===== src/design/urtb_pkg.sv =====
package urtb_pkg;

   localparam int RX_DEPTH = 32;
   localparam int TX_DEPTH = 32;
   localparam int RX_PTR_W = $clog2(RX_DEPTH);
   localparam int TX_PTR_W = $clog2(TX_DEPTH);

   localparam logic [15:0] TIMEOUT_RESET = 16'd1275;

   typedef enum logic [2:0] {
      OP_RX_BYTE    = 3'd0,
      OP_HOST_WRITE = 3'd1,
      OP_TX_DONE    = 3'd2,
      OP_HOST_READ  = 3'd3,
      OP_TICK       = 3'd4,
      OP_FLUSH      = 3'd5
   } op_type;

   typedef enum logic {
      CSR_TX_BUFFERED  = 1'b0,
      CSR_READ_TIMEOUT = 1'b1
   } csr_index_type;

   typedef struct packed {
      op_type     operation;
      logic [7:0] data;
   } item_type;

   typedef struct packed {
      logic        tx_buffered;
      logic [15:0] read_timeout;
   } cfg_type;

   typedef struct packed {
      logic       read_valid;
      logic [7:0] read_data;
      logic       timed_out;
      logic       rx_available;
   } rx_result_type;

   typedef struct packed {
      logic       send_valid;
      logic [7:0] send_data;
      logic       transmitter_idle;
   } tx_result_type;

   function automatic logic [RX_PTR_W-1:0] rx_ptr_inc(input logic [RX_PTR_W-1:0] p);
      return (p == RX_PTR_W'(RX_DEPTH - 1)) ? '0 : p + 1'b1;
   endfunction

   function automatic logic [TX_PTR_W-1:0] tx_ptr_inc(input logic [TX_PTR_W-1:0] p);
      return (p == TX_PTR_W'(TX_DEPTH - 1)) ? '0 : p + 1'b1;
   endfunction

endpackage


===== src/design/uart_rx_tx_ring_buffers.sv =====
// UART receive and transmit ring buffers. Each request transaction carries an
// operation in req_tuser (received line byte, host write, transmit done, host
// read, timer tick, flush) and a byte in req_tdata, and produces exactly one
// response transaction with the read result, any byte handed to the line
// transmitter, and the receive-available and transmitter-idle levels. One
// transaction is taken every clock cycle while responses are accepted. The
// request is registered, the ring update for it is computed from that
// register, and the result is held in an output register that lets the next
// request in while a response waits. Both rings hold 32 bytes with no
// overflow check: 32 unread bytes make a ring look empty. A read of an empty
// receive ring waits for read_timeout tick operations, or until a byte arrives,
// and a timeout returns zero with timed_out set. Configuration registers are
// at csr_paddr 0 (tx_buffered) and 4 (read_timeout, reset 1275); the user must
// write them only while no transaction is in flight (the block does not check).
module uart_rx_tx_ring_buffers import urtb_pkg::*; (
   input  logic        clock,
   input  logic        reset,
   input  logic        req_tvalid,
   output logic        req_tready,
   input  logic [7:0]  req_tdata,   // [7:0] data
   input  logic [2:0]  req_tuser,   // [2:0] operation
   output logic        rsp_tvalid,
   input  logic        rsp_tready,
   // [0] read_valid, [8:1] read_data, [9] timed_out, [10] send_valid,
   // [18:11] send_data, [19] rx_available, [20] transmitter_idle, [23:21] zero
   output logic [23:0] rsp_tdata,
   input  logic        csr_psel,
   input  logic        csr_penable,
   input  logic        csr_pwrite,
   input  logic [2:0]  csr_paddr,
   input  logic [31:0] csr_pwdata,
   output logic [31:0] csr_prdata,
   output logic        csr_pready
);

   item_type      item_ff;
   logic          in_valid_ff;
   logic [23:0]   rsp_data_ff;
   logic          rsp_valid_ff;
   logic          advance;
   cfg_type       cfg;
   rx_result_type rx_result;
   tx_result_type tx_result;

   assign advance    = in_valid_ff & (~rsp_valid_ff | rsp_tready);
   assign req_tready = ~in_valid_ff | advance;
   assign rsp_tvalid = rsp_valid_ff;
   assign rsp_tdata  = rsp_data_ff;

   urtb_csr u_csr (
      .clock       (clock),
      .reset       (reset),
      .csr_psel    (csr_psel),
      .csr_penable (csr_penable),
      .csr_pwrite  (csr_pwrite),
      .csr_paddr   (csr_paddr),
      .csr_pwdata  (csr_pwdata),
      .csr_prdata  (csr_prdata),
      .csr_pready  (csr_pready),
      .cfg         (cfg)
   );

   urtb_rx u_rx (
      .clock        (clock),
      .reset        (reset),
      .advance      (advance),
      .item         (item_ff),
      .read_timeout (cfg.read_timeout),
      .result       (rx_result)
   );

   urtb_tx u_tx (
      .clock       (clock),
      .reset       (reset),
      .advance     (advance),
      .item        (item_ff),
      .tx_buffered (cfg.tx_buffered),
      .result      (tx_result)
   );

   always_ff @(posedge clock) begin
      if (reset) begin
         in_valid_ff <= 1'b0;
      end else if (req_tready) begin
         in_valid_ff <= req_tvalid;
      end
   end

   always_ff @(posedge clock) begin
      if (req_tready && req_tvalid) begin
         item_ff.operation <= op_type'(req_tuser);
         item_ff.data      <= req_tdata;
      end
   end

   always_ff @(posedge clock) begin
      if (reset) begin
         rsp_valid_ff <= 1'b0;
      end else if (advance) begin
         rsp_valid_ff <= 1'b1;
      end else if (rsp_tready) begin
         rsp_valid_ff <= 1'b0;
      end
   end

   always_ff @(posedge clock) begin
      if (advance) begin
         rsp_data_ff <= {3'd0,
                         tx_result.transmitter_idle,
                         rx_result.rx_available,
                         tx_result.send_data,
                         tx_result.send_valid,
                         rx_result.timed_out,
                         rx_result.read_data,
                         rx_result.read_valid};
      end
   end

endmodule


===== src/design/urtb_csr.sv =====
module urtb_csr import urtb_pkg::*; (
   input  logic        clock,
   input  logic        reset,
   input  logic        csr_psel,
   input  logic        csr_penable,
   input  logic        csr_pwrite,
   input  logic [2:0]  csr_paddr,
   input  logic [31:0] csr_pwdata,
   output logic [31:0] csr_prdata,
   output logic        csr_pready,
   output cfg_type     cfg
);

   cfg_type       cfg_ff;
   cfg_type       cfg_in;
   csr_index_type index;
   logic          write_en;

   assign index      = csr_index_type'(csr_paddr[2]);
   assign csr_pready = 1'b1;
   assign write_en   = csr_psel & csr_penable & csr_pwrite & csr_pready;
   assign cfg        = cfg_ff;

   always_comb begin
      cfg_in     = cfg_ff;
      csr_prdata = '0;
      case (index)
         CSR_TX_BUFFERED: begin
            csr_prdata = {31'd0, cfg_ff.tx_buffered};
            if (write_en) begin
               cfg_in.tx_buffered = csr_pwdata[0];
            end
         end
         CSR_READ_TIMEOUT: begin
            csr_prdata = {16'd0, cfg_ff.read_timeout};
            if (write_en) begin
               cfg_in.read_timeout = csr_pwdata[15:0];
            end
         end
         default: begin
            csr_prdata = '0;
         end
      endcase
   end

   always_ff @(posedge clock) begin
      if (reset) begin
         cfg_ff.tx_buffered  <= 1'b0;
         cfg_ff.read_timeout <= TIMEOUT_RESET;
      end else begin
         cfg_ff <= cfg_in;
      end
   end

endmodule


===== src/design/urtb_rx.sv =====
module urtb_rx import urtb_pkg::*; (
   input  logic          clock,
   input  logic          reset,
   input  logic          advance,
   input  item_type      item,
   input  logic [15:0]   read_timeout,
   output rx_result_type result
);

   logic [7:0]          store_ff [RX_DEPTH];
   logic [RX_PTR_W-1:0] wr_ptr_ff;
   logic [RX_PTR_W-1:0] wr_ptr_in;
   logic [RX_PTR_W-1:0] rd_ptr_ff;
   logic [RX_PTR_W-1:0] rd_ptr_in;
   logic                waiting_ff;
   logic                waiting_in;
   logic [15:0]         ticks_ff;
   logic [15:0]         ticks_in;
   logic                store_we;
   logic [7:0]          head;

   // the head entry may be the one written by this same transaction
   assign head = (rd_ptr_ff == wr_ptr_ff) ? item.data : store_ff[rd_ptr_ff];

   always_comb begin
      wr_ptr_in  = wr_ptr_ff;
      rd_ptr_in  = rd_ptr_ff;
      waiting_in = waiting_ff;
      ticks_in   = ticks_ff;
      store_we   = 1'b0;
      result     = '0;
      case (item.operation)
         OP_RX_BYTE: begin
            store_we  = 1'b1;
            wr_ptr_in = rx_ptr_inc(wr_ptr_ff);
            if (waiting_ff && (wr_ptr_in != rd_ptr_ff)) begin
               result.read_valid = 1'b1;
               result.read_data  = head;
               rd_ptr_in         = rx_ptr_inc(rd_ptr_ff);
               waiting_in        = 1'b0;
               ticks_in          = '0;
            end
         end
         OP_HOST_READ: begin
            if (wr_ptr_ff != rd_ptr_ff) begin
               result.read_valid = 1'b1;
               result.read_data  = store_ff[rd_ptr_ff];
               rd_ptr_in         = rx_ptr_inc(rd_ptr_ff);
               waiting_in        = 1'b0;
               ticks_in          = '0;
            end else if (read_timeout == '0) begin
               result.read_valid = 1'b1;
               result.timed_out  = 1'b1;
               waiting_in        = 1'b0;
               ticks_in          = '0;
            end else begin
               waiting_in = 1'b1;
               ticks_in   = read_timeout;
            end
         end
         OP_TICK: begin
            if (waiting_ff) begin
               ticks_in = ticks_ff - 16'd1;
               if (ticks_in == '0) begin
                  result.read_valid = 1'b1;
                  result.timed_out  = 1'b1;
                  waiting_in        = 1'b0;
               end
            end
         end
         OP_FLUSH: begin
            wr_ptr_in = '0;
            rd_ptr_in = '0;
         end
         default: begin
            store_we = 1'b0;
         end
      endcase
      result.rx_available = (wr_ptr_in != rd_ptr_in);
   end

   always_ff @(posedge clock) begin
      if (advance && store_we) begin
         store_ff[wr_ptr_ff] <= item.data;
      end
   end

   always_ff @(posedge clock) begin
      if (reset) begin
         wr_ptr_ff  <= '0;
         rd_ptr_ff  <= '0;
         waiting_ff <= 1'b0;
         ticks_ff   <= '0;
      end else if (advance) begin
         wr_ptr_ff  <= wr_ptr_in;
         rd_ptr_ff  <= rd_ptr_in;
         waiting_ff <= waiting_in;
         ticks_ff   <= ticks_in;
      end
   end

endmodule


===== src/design/urtb_tx.sv =====
module urtb_tx import urtb_pkg::*; (
   input  logic          clock,
   input  logic          reset,
   input  logic          advance,
   input  item_type      item,
   input  logic          tx_buffered,
   output tx_result_type result
);

   logic [7:0]          store_ff [TX_DEPTH];
   logic [TX_PTR_W-1:0] wr_ptr_ff;
   logic [TX_PTR_W-1:0] wr_ptr_in;
   logic [TX_PTR_W-1:0] rd_ptr_ff;
   logic [TX_PTR_W-1:0] rd_ptr_in;
   logic                idle_ff;
   logic                idle_in;
   logic                store_we;
   logic [7:0]          head;

   // the head entry may be the one written by this same transaction
   assign head = (rd_ptr_ff == wr_ptr_ff) ? item.data : store_ff[rd_ptr_ff];

   always_comb begin
      wr_ptr_in = wr_ptr_ff;
      rd_ptr_in = rd_ptr_ff;
      idle_in   = idle_ff;
      store_we  = 1'b0;
      result    = '0;
      case (item.operation)
         OP_HOST_WRITE: begin
            if (!tx_buffered) begin
               result.send_valid = 1'b1;
               result.send_data  = item.data;
            end else begin
               store_we  = 1'b1;
               wr_ptr_in = tx_ptr_inc(wr_ptr_ff);
               if (idle_ff) begin
                  if (rd_ptr_ff != wr_ptr_in) begin
                     idle_in           = 1'b0;
                     result.send_valid = 1'b1;
                     result.send_data  = head;
                     rd_ptr_in         = tx_ptr_inc(rd_ptr_ff);
                  end else begin
                     idle_in = 1'b1;
                  end
               end
            end
         end
         OP_TX_DONE: begin
            if (tx_buffered) begin
               if (rd_ptr_ff != wr_ptr_ff) begin
                  result.send_valid = 1'b1;
                  result.send_data  = store_ff[rd_ptr_ff];
                  rd_ptr_in         = tx_ptr_inc(rd_ptr_ff);
               end else begin
                  idle_in = 1'b1;
               end
            end
         end
         default: begin
            store_we = 1'b0;
         end
      endcase
      result.transmitter_idle = idle_in;
   end

   always_ff @(posedge clock) begin
      if (advance && store_we) begin
         store_ff[wr_ptr_ff] <= item.data;
      end
   end

   always_ff @(posedge clock) begin
      if (reset) begin
         wr_ptr_ff <= '0;
         rd_ptr_ff <= '0;
         idle_ff   <= 1'b1;
      end else if (advance) begin
         wr_ptr_ff <= wr_ptr_in;
         rd_ptr_ff <= rd_ptr_in;
         idle_ff   <= idle_in;
      end
   end

endmodule

===== config.mk =====
export PLATFORM = sky130hd
export DESIGN_NAME = uart_rx_tx_ring_buffers
export DESIGN_NICKNAME = d
export VERILOG_FILES = /design/src/design/urtb_pkg.sv /design/src/design/uart_rx_tx_ring_buffers.sv /design/src/design/urtb_csr.sv /design/src/design/urtb_rx.sv /design/src/design/urtb_tx.sv
export SDC_FILE = /design/constraint.sdc
export NUM_CORES = 1
export LEC_CHECK = 0
export BUFFER_PORTS_ARGS = -buffer_cell sky130_fd_sc_hd__buf_2
export CAP_MARGIN = 0
export CORE_MARGIN = 10
export CORE_UTILIZATION = 45
export DETAILED_ROUTE_END_ITERATION = 16
export GPL_TIMING_DRIVEN = 0
export PLACE_DENSITY = 0.69
export SLEW_MARGIN = 20
export SYNTH_ARGS = -nofsm -noshare
export SYNTH_HDL_FRONTEND = slang
export SYNTH_SLANG_ARGS = --single-unit

===== constraint.sdc =====
create_clock -name clock -period 4.8 [get_ports clock]
set_input_delay 0.48 -clock clock [delete_from_list [all_inputs] [get_ports clock]]
set_output_delay 0.48 -clock clock [all_outputs]
set_load 0.02 [all_outputs]

# After elaboration in Yosys (flattened, before gate mapping)
# Memory sizes are Yosys's and may differ from the RTL's. A register that Yosys moved wholly into a read port is not among the register bits.
# Index checks and enable logic that the tools add are counted.
# op_classes
n_addsub,5
n_eq_ne,23
n_mux,63
bitwise,8
n_reduce_logical,16
# ops
cell,n
5-bit 2-to-1 mux,15
16-bit 2-to-1 mux,4
32-bit case mux with 2 select lines,1
9-bit 2-to-1 mux,6
16-bit case mux with 3 select lines,1
16-bit zero test,2
5-bit != test,5
1-bit 2-to-1 mux,24
8-bit 2-to-1 mux,3
5-bit by 1-bit adder with 5-bit output (second input constant),4
5-bit equality test (second input constant),4
5-bit case mux with 2 select lines,2
9-bit case mux with 2 select lines,1
8-bit case mux with 2 select lines,1
16-bit by 1-bit subtractor with 16-bit output (second input constant),1
5-bit case mux with 3 select lines,1
5-bit equality test,2
2-bit by 1-bit != test with 1-bit output (second input constant),5
7-bit AND reduction,1
3-bit by 2-bit equality test with 1-bit output (second input constant),2
3-bit equality test (second input constant),2
1-bit case mux with 3 select lines,2
3-bit AND reduction,2
1-bit logical AND,4
other kinds (11),20
# word_totals
reg_bits,89
mem_bits_rw,512
output_inout_bits,59
n_memories,2
# mem_list
name,words,width,read_ports,rd_ports_with_merged_regs,wr,line,rtl
u_rx.store_ff,32,8,1,1,1,urtb_rx.sv:10,logic [7:0] store_ff [RX_DEPTH];
u_tx.store_ff,32,8,1,1,1,urtb_tx.sv:10,logic [7:0] store_ff [TX_DEPTH];

# Logic depth before layout (Yosys ltp)
# Gate-level depths: netlist (run 1).
# depth
depth_word,9
ltp_mapped,13
ltp_nobuf,11

# Modules after synthesis
# From an unflattened synthesis (run 1), not the netlist that was laid out.
# unflattened
cells_unflattened,1476
area_unflattened_um2,25675.9
# modules_own_cells
module,n_inst,cells_per_inst,area_per_inst_um2
urtb_rx,1,755,12504.5
urtb_tx,1,564,11086.9
uart_rx_tx_ring_buffers,1,46,1091.0
urtb_csr,1,111,993.5

# Worst setup path after synthesis (run 1)
# OpenSTA, ideal clock, no wires.
# synth_path
kind,reg2reg
start,register u_rx.wr_ptr_ff[3]
end,"register rsp_data_ff[19], in the netlist rsp_tdata[19] (data pin)"
setup_time_ns,0.270
arrival_ns,2.534
t_required_ns,4.530
setup_slack_ns,1.997
path_stages_with_launch,14
path_buffers,3
path_cell_list,dfxtp_1 clkbuf_1 clkbuf_1 and3_1 ha_1 xor2_1 nor2_1 nand4_1 o21ai_1 buf_2 nand2_1 a221oi_1 xor2_1 nand4_1
# synth_rtl
element,line,rtl
start: declaration,urtb_rx.sv:11,logic [RX_PTR_W-1:0] wr_ptr_ff;
start signal: assignment,urtb_rx.sv:95,wr_ptr_ff <= wr_ptr_in;
end signal: assignment,uart_rx_tx_ring_buffers.sv:108,"rsp_data_ff <= {3'd0,"
end: declaration,uart_rx_tx_ring_buffers.sv:38,logic [23:0] rsp_data_ff;

==> results.py, run 1 <==
metrics = {
    "worst_hold_path": {
        "min_path_cells": 1,
        "min_path_type": "primary input to flop",
    },
    "synthesis": {
        "synthAdderAreaFrac_pct": 0.795,
        "yosysTopAreaCell": "edfxtp_1",
        "synth_top_family_by_area": "multiplexers",
        "ys_seq_area_share_pct": 70.2,
        "postSynthCellCount": 1456,
        "syn_area_per_cell_um2": 17.3,
        "synth_top_area_share_pct": 64.9,
        "synth_compound_area_share_pct": 3.59,
        "syn_area_um2": 25200,
        "synth_flop_cell": "edfxtp_1",
        "ys_async_sr_fraction_pct": 0,
        "synth.distinct_cells": 65,
        "yosysWarnings": 0,
        "synth_mux_area_share_pct": 15.1,
        "synth_simple_gate_area_share_pct": 6.90,
        "synth_edf_count": 544,
        "post_synth_xor_area_fraction_pct": 1.11,
        "synth_seq_cells": 611,
        "synth_area_leaders": "edfxtp_1, mux4_2, dfxtp_1",
    },
    "setup_path": {
        "path_max_fanout": 10,
        "path_cells": "clkbuf_1 -> clkbuf_1 -> and3_1 -> ha_1 -> nor2_1 -> xnor2_1 -> nand4_1 -> o21ai_1 -> buf_2 -> nand2_1 -> a221oi_1 -> xor2_1 -> nand4_1",
        "cp-end-kind": "flop",
        "startpoint_type": "flop",
        "slowest_delay_ns": 0.50,
        "critPathRequiredTime_ns": 5.09,
        "cp_slowest_cell": "clkbuf_1",
        "critPathArrivalTime_ns": 4.05,
        "path_class": "flop to flop",
        "ff2ff_path_depth": 13,
    },
    "clock_tree": {
        "htree_levels": 2,
        "clk_latency_ns": 0.62,
        "cts_hold_buffers": 0,
        "post_cts_buffers": 0,
        "clockBufferDepth": 3,
        "numCtsBuffers": 59,
        "postCtsResizedCells": 0,
        "cts.reportedPaths.clkPinSlew_ns": 0.06,
        "root_buffer": "clkbuf_16",
        "cts.sinks": 611,
        "cts_tree": "yes",
    },
    "final_layout": {
        "regArea_um2": 17700,
        "multiInputGateArea_um2": 6990,
        "final_cell_area_um2": 28800,
        "diodes": 0,
        "drive_gt1_share_pct": 23.7,
        "synthToLayoutAreaGrowth_pct": 14.6,
        "fill_cells": 4375,
        "layout_common_cells": "edfxtp_1, mux4_2, nor2_1",
        "nets": 1699,
        "final_common_cell": "edfxtp_1",
        "utilization_pct": 52.3,
    },
    "detailed_routing": {
        "vias_per_cell": 5.64,
        "drt-initial-drc-count": 1261,
        "firstDrtPassIters": 5,
        "ant_nets": 0,
        "num_vias": 13700,
        "wl_per_cell_um": 23.0,
        "drt-total-wl_mm": 55.8,
        "drc": 0,
    },
    "die": {
        "core_um2": 55200,
        "die_x_um": 257,
        "rows": 86,
        "die-area_um2": 65800,
        "ios": 112,
        "start_util_pct": 45.6,
        "fp.dieH_um": 257,
    },
    "grt": {
        "grt_pass1_wl_mm": 86.3,
        "grt_antenna_before_repair": 0,
        "track_usage_pct": 16.9,
        "grt_overflow_total": 0,
        "grt_max_degree": 27,
        "first_global_vias": 14000,
    },
    "run_status": {
        "status": "completed",
    },
    "timing": {
        "timing.final.max_slew_violations": 0,
        "hold_viol_final": 0,
        "setup_viol": 0,
        "relSlewSlack_pct": 41.3,
        "tns_ns": 0,
        "max_freq_mhz": 266,
        "tightest_slew_ns": 0.877,
        "finClkSkew_ns": 0.0190,
        "finalCriticalPeriod_ns": 3.76,
        "whs_ns": 0.0462,
        "rsz0062_at_grt": "false",
        "min_period_over_period_pct": 78.4,
    },
    "place": {
        "dp_hpwl_mm": 38.6,
        "place_area_um2": 26900,
        "io_buffers": 72,
        "gp_congestion": 0.867,
    },
    "flow_run": {
        "drv_cap": 0,
    },
    "pwr": {
        "internal_power_w": 0.00870,
        "swShare_pct": 20.7,
        "power_frac_seq_pct": 53.4,
        "p_per_area_nw_per_um2": 380,
        "total_power_w": 0.0110,
        "p_leak_nw": 9.14,
        "share_comb_of_total_power_pct": 4.4,
        "switchingPower_w": 0.00227,
        "peakVddDrop_mv": 0.446,
        "clkPwrFrac_pct": 42.3,
    },
}
registers in the layout (all words and copies together) (netlist names), 11 cells and up, named ones only:
register / count
u_rx.store_ff: 256
u_tx.store_ff: 256
rsp_tdata: 21
u_csr.cfg: 17
u_rx.ticks_ff: 16
item_ff: 11
critical path, delay by kind of cell (launching register included):
family | cells | cell delay, ns
and+or+nand+nor | 5 | 0.88
xor gates and xnor gates | 2 | 0.33
buffers and inverters | 3 | 0.99
adders and majority gates | 1 | 0.31
DFF | 1 | 0.31
AOI/OAI and AO/OA | 2 | 0.65
area by class of cell:
cell class                      instances  share of cell area (%)
Tap cell                              748                    3.24
Sequential cell                       611                    61.3
Inverter                               15                   0.195
Clock buffer                           75                    5.51
Multi-Input combinational cell        740                    24.2
Clock inverter                         32                    1.16
Timing Repair Buffer                   95                    2.58
Buffer                                108                    1.80
worst paths after layout:
kind,startpoint,endpoint,slack (ns)
max,u_rx.wr_ptr_ff[3],rsp_tdata[19],1.04
min,req_tdata[6],item_ff[6],0.05
max reg2reg,u_rx.wr_ptr_ff[3],rsp_tdata[19],1.04
min reg2reg,u_csr.cfg[13],u_csr.cfg[13],0.52
layer usage:
metal,part of all wire (%),GRT usage (%),wire [um]
met5,0,0,0
met4,1.8,4.09,1010
met3,6.8,3.04,3780
met2,49,27.8,27600
met1,42,23.1,23400
cells in the mapped netlist (2+ instances only):
master / number
edfxtp_1: 544
xnor2_1: 20
nor3b_1: 2
buf_2: 22
or3_1: 6
nor4_4: 2
nor2_1: 138
nor2b_1: 5
a21oi_1: 39
a211oi_1: 15
o21a_1: 3
nor4b_1: 2
nand2_1: 85
or3b_2: 3
o21ai_1: 12
clkbuf_1: 48
o21ai_0: 17
nand2b_1: 9
or2_1: 2
xor2_1: 12
inv_1: 15
or4_1: 2
nand4_1: 8
and3_1: 6
nor3_1: 13
nor4_1: 7
a22o_1: 4
buf_4: 21
mux4_2: 160
dfxtp_1: 67
a32oi_1: 4
conb_1: 2
nand3_1: 17
a211o_1: 2
ha_1: 16
o2bb2ai_1: 8
and3b_1: 2
buf_1: 16
and2_1: 18
nand3b_1: 19
a31oi_1: 3
mux2i_1: 18
o41ai_1: 3
a221oi_1: 2
a22oi_1: 17
cell families (layout without fill, tap and decap cells):
| kind of cell | Yosys count | in the layout |
|---|---|---|
| xor gates and xnor gates | 32 | 32 |
| other | 2 | 20 |
| buffers and inverters | 123 | 325 |
| muxes | 179 | 179 |
| and+or+nand+nor | 355 | 355 |
| DFF | 611 | 611 |
| AOI/OAI and AO/OA | 138 | 138 |
| adders and majority gates | 16 | 16 |
power by group through the flow:
stage / clock network, W / logic [W] / registers [W]
final: 0.00464 / 0.000479 / 0.00585
after global routing: 0.00493 / 0.000521 / 0.00585
after CTS: 0.00470 / 0.000479 / 0.00585
after detailed placement: 0 / 0.000477 / 0.00596
after global placement: 0 / 0.000376 / 0.00602
after floorplan: 0 / 0.000259 / 0.00599
per-stage QoR:
stage,setup WS [ns],cells
CTS,1.10,2424
finish,1.04,2424
detailed placement,1.11,2317
floorplan,2.00,1474
global placement,1.13,2294
global route,0.727,2424
Note: power is estimated with default switching activity, not from simulation.
==> run 2: changes to the inputs <==
--- a/config.mk
+++ b/config.mk
@@ -5,6 +5,7 @@
 export SDC_FILE = /design/constraint.sdc
 export NUM_CORES = 1
 export LEC_CHECK = 0
+export ABC_AREA = 1
 export BUFFER_PORTS_ARGS = -buffer_cell sky130_fd_sc_hd__buf_2
 export CAP_MARGIN = 0
 export CORE_MARGIN = 10
==> constraint.sdc (replaced) <==
create_clock -name clock -period 3.6 [get_ports clock]
set_input_delay 0.36 -clock clock [delete_from_list [all_inputs] [get_ports clock]]
set_output_delay 0.36 -clock clock [all_outputs]
set_load 0.02 [all_outputs]
==> results.py, run 2 <==
metrics = {
    "timing": {
        "finalCriticalPeriod_ns": 3.50,
        "min_period_over_period_pct": 97.3,
        "relSlewSlack_pct": 29.1,
        "hold_viol_final": 0,
        "tightest_slew_ns": 1.06,
        "max_freq_mhz": 285,
        "rsz0062_at_grt": "false",
        "setup_viol": 0,
        "timing.final.max_slew_violations": 0,
        "finClkSkew_ns": 0.0461,
        "tns_ns": 0,
    },
    "synthesis": {
        "synth.distinct_cells": 47,
        "yosysTopAreaCell": "edfxtp_1",
        "syn_area_per_cell_um2": 11.3,
        "postSynthCellCount": 2289,
        "syn_area_um2": 25900,
        "yosysWarnings": 0,
        "synth_edf_count": 544,
        "synth.most_common_cell": "edfxtp_1",
        "synth_top_area_share_pct": 63.0,
        "synth_seq_cells": 611,
        "ys_seq_area_share_pct": 68.2,
        "ys_async_sr_fraction_pct": 0,
        "synth_area_leaders": "edfxtp_1, o21ai_0, nor2_1",
        "synth_commonest_cells": "edfxtp_1, nor2_1, o21ai_0",
        "synth_flop_cell": "edfxtp_1",
    },
    "detailed_routing": {
        "drt-initial-drc-count": 2836,
        "vias_per_cell": 5.91,
        "firstDrtPassIters": 7,
        "wl_per_cell_um": 23.3,
        "drt-total-wl_mm": 77.0,
        "num_vias": 19500,
        "drc": 0,
        "ant_nets": 0,
    },
    "flow_run": {
        "drv_cap": 0,
    },
    "final_layout": {
        "synthToLayoutAreaGrowth_pct": 15.4,
        "layout_common_cells": "edfxtp_1, nor2_1, o21ai_0",
        "drive_gt1_share_pct": 10.8,
        "fill_cells": 4796,
        "final_common_cell": "edfxtp_1",
        "nets": 2559,
        "diodes": 0,
    },
    "grt": {
        "grt_antenna_before_repair": 0,
        "first_global_vias": 18700,
        "grt_max_degree": 29,
        "grt_overflow_total": 0,
        "grt_pass1_wl_mm": 115,
        "track_usage_pct": 22.2,
    },
    "clock_tree": {
        "htree_levels": 2,
        "cts.reportedPaths.clkPinSlew_ns": 0.07,
        "cts_tree": "yes",
        "numCtsBuffers": 59,
        "cts.sinks": 611,
        "clk_latency_ns": 0.67,
        "root_buffer": "clkbuf_16",
        "clockBufferDepth": 3,
    },
    "pwr": {
        "p_per_area_nw_per_um2": 508,
        "internal_power_w": 0.0116,
        "power_frac_seq_pct": 51.5,
        "peakVddDrop_mv": 0.347,
        "total_power_w": 0.0152,
        "p_leak_nw": 10.5,
        "swShare_pct": 23.8,
        "switchingPower_w": 0.00362,
        "share_comb_of_total_power_pct": 7.4,
        "clkPwrFrac_pct": 41.1,
    },
    "die": {
        "die_x_um": 260,
        "ios": 112,
        "rows": 87,
        "fp.dieH_um": 260,
        "die-area_um2": 67600,
        "core_um2": 56700,
        "start_util_pct": 45.7,
    },
    "setup_path": {
        "path_cells": "nand2_1 -> nand2_2 -> clkinvlp_4 -> nand2_1 -> nor2_1 -> buf_2 -> nand2_1 -> nor2_1",
        "startpoint_type": "flop",
        "critPathRequiredTime_ns": 3.84,
        "critPathArrivalTime_ns": 3.75,
        "slowest_delay_ns": 0.93,
        "path_class": "flop to flop",
        "cp-end-kind": "flop",
        "cp_slowest_cell": "nor2_1",
        "path_max_fanout": 23,
        "crit_top_cell": "nand2_1",
    },
    "place": {
        "io_buffers": 73,
        "dp_hpwl_mm": 52.6,
        "gp_congestion": 0.981,
    },
    "run_status": {
        "status": "completed",
    },
    "worst_hold_path": {
        "min_path_type": "primary input to flop",
    },
}
==> run 2: changes by cell type after synthesis, sizes merged, moves of 44 or more <==
cell,previous run,this run
clkbuf,48,92
inv,15,122
mux4,160,0
nand2,85,215
nand3,18,146
nor2,139,409
o21ai,29,335
o221ai,0,92
==> run 2: final timing paths <==
| path | from | end | slack [ns] | cells after the start |
|---|---|---|---|---|
| setup / recovery | rsp_tvalid | u_tx.store_ff[30][3] | 0.1 | 8 |
| hold / removal | csr_pwdata[9] | u_csr.cfg[9] | 0.04 | 3 |
| setup reg to reg | rsp_tvalid | u_tx.store_ff[30][3] | 0.1 | 8 |
| hold reg to reg | u_rx.ticks_ff[11] | u_rx.ticks_ff[11] | 0.50 | 2 |
==> run 2: power groups by stage <==
stage | sequential, W | clock [W] | combinational [W]
finish | 0.00783 | 0.00624 | 0.00112
global route | 0.00783 | 0.00657 | 0.00122
CTS | 0.00783 | 0.00627 | 0.00109
detailed placement | 0.00798 | 0 | 0.00107
global placement | 0.00807 | 0 | 0.000918
floorplan | 0.00801 | 0 | 0.000607
==> run 2: per-layer routing <==
layer  global-route usage (%)  share of wire, %
met1                     30.7                40
met2                     33.5                44
met3                     5.82                13
met4                     7.36               3.0
met5                        0                 0
==> run 2: repair_timing <==
action                                  in CTS  in global routing
endpoints found under the setup margin     178                  0
setup buffers                                0                  0
endpoints found under the hold margin       27                  0
resized for setup                            4                  0
hold buffers                                26                  0
==> run 2: per-stage QoR <==
| step | cells | hold slack [ns] | util [%] | worst slack, ns | cell area [um^2] |
|---|---|---|---|---|---|
| 6_report | 3296 | 0.0438 | 52.7 | 0.0967 | 29900 |
| 5_1_grt | 3296 | 0.0280 | 52.7 | 0.00477 | 29900 |
| 4_1_cts | 3296 | 0.00414 | 52.7 | 0.225 | 29900 |
| 3_5_place_dp | 3159 | 0.492 | 48.8 | -0.429 | 27700 |
| 3_3_place_gp | 3136 | 0.481 | 48.1 | -0.224 | 27300 |
| 2_1_floorplan | 2307 | 0.458 | - | 1.10 | 26000 |
==> run 2: final cells by class <==
type	count	area [um^2]	area share (%)
inverter	125	475	1.59
buffer	150	708	2.37
timing repair buffer	122	1010	3.39
clock buffer	71	1520	5.09
clock inverter	40	429	1.43
tap	756	946	3.16
sequential	611	17700	59.1
multi-input combinational	1421	7140	23.9
==> run 2: critical path: cells and delay by family (launching register included) <==
kind | cells | cell delay, ns
AND/OR/NAND/NOR | 6 | 1.99
buffers and inverters | 2 | 0.77
flip-flops | 1 | 0.33
==> run 2: cell families after synthesis <==
group	count (synthesis)	share of synthesized area [%]
AND/OR/NAND/NOR	802	12.9
XOR/XNOR	19	0.642
adder cells (fa/ha/maj)	16	0.772
flip-flops	611	68.2
AO/OA/AOI/OAI	564	12.9
buffers and inverters	275	4.55
other	2	0.0290
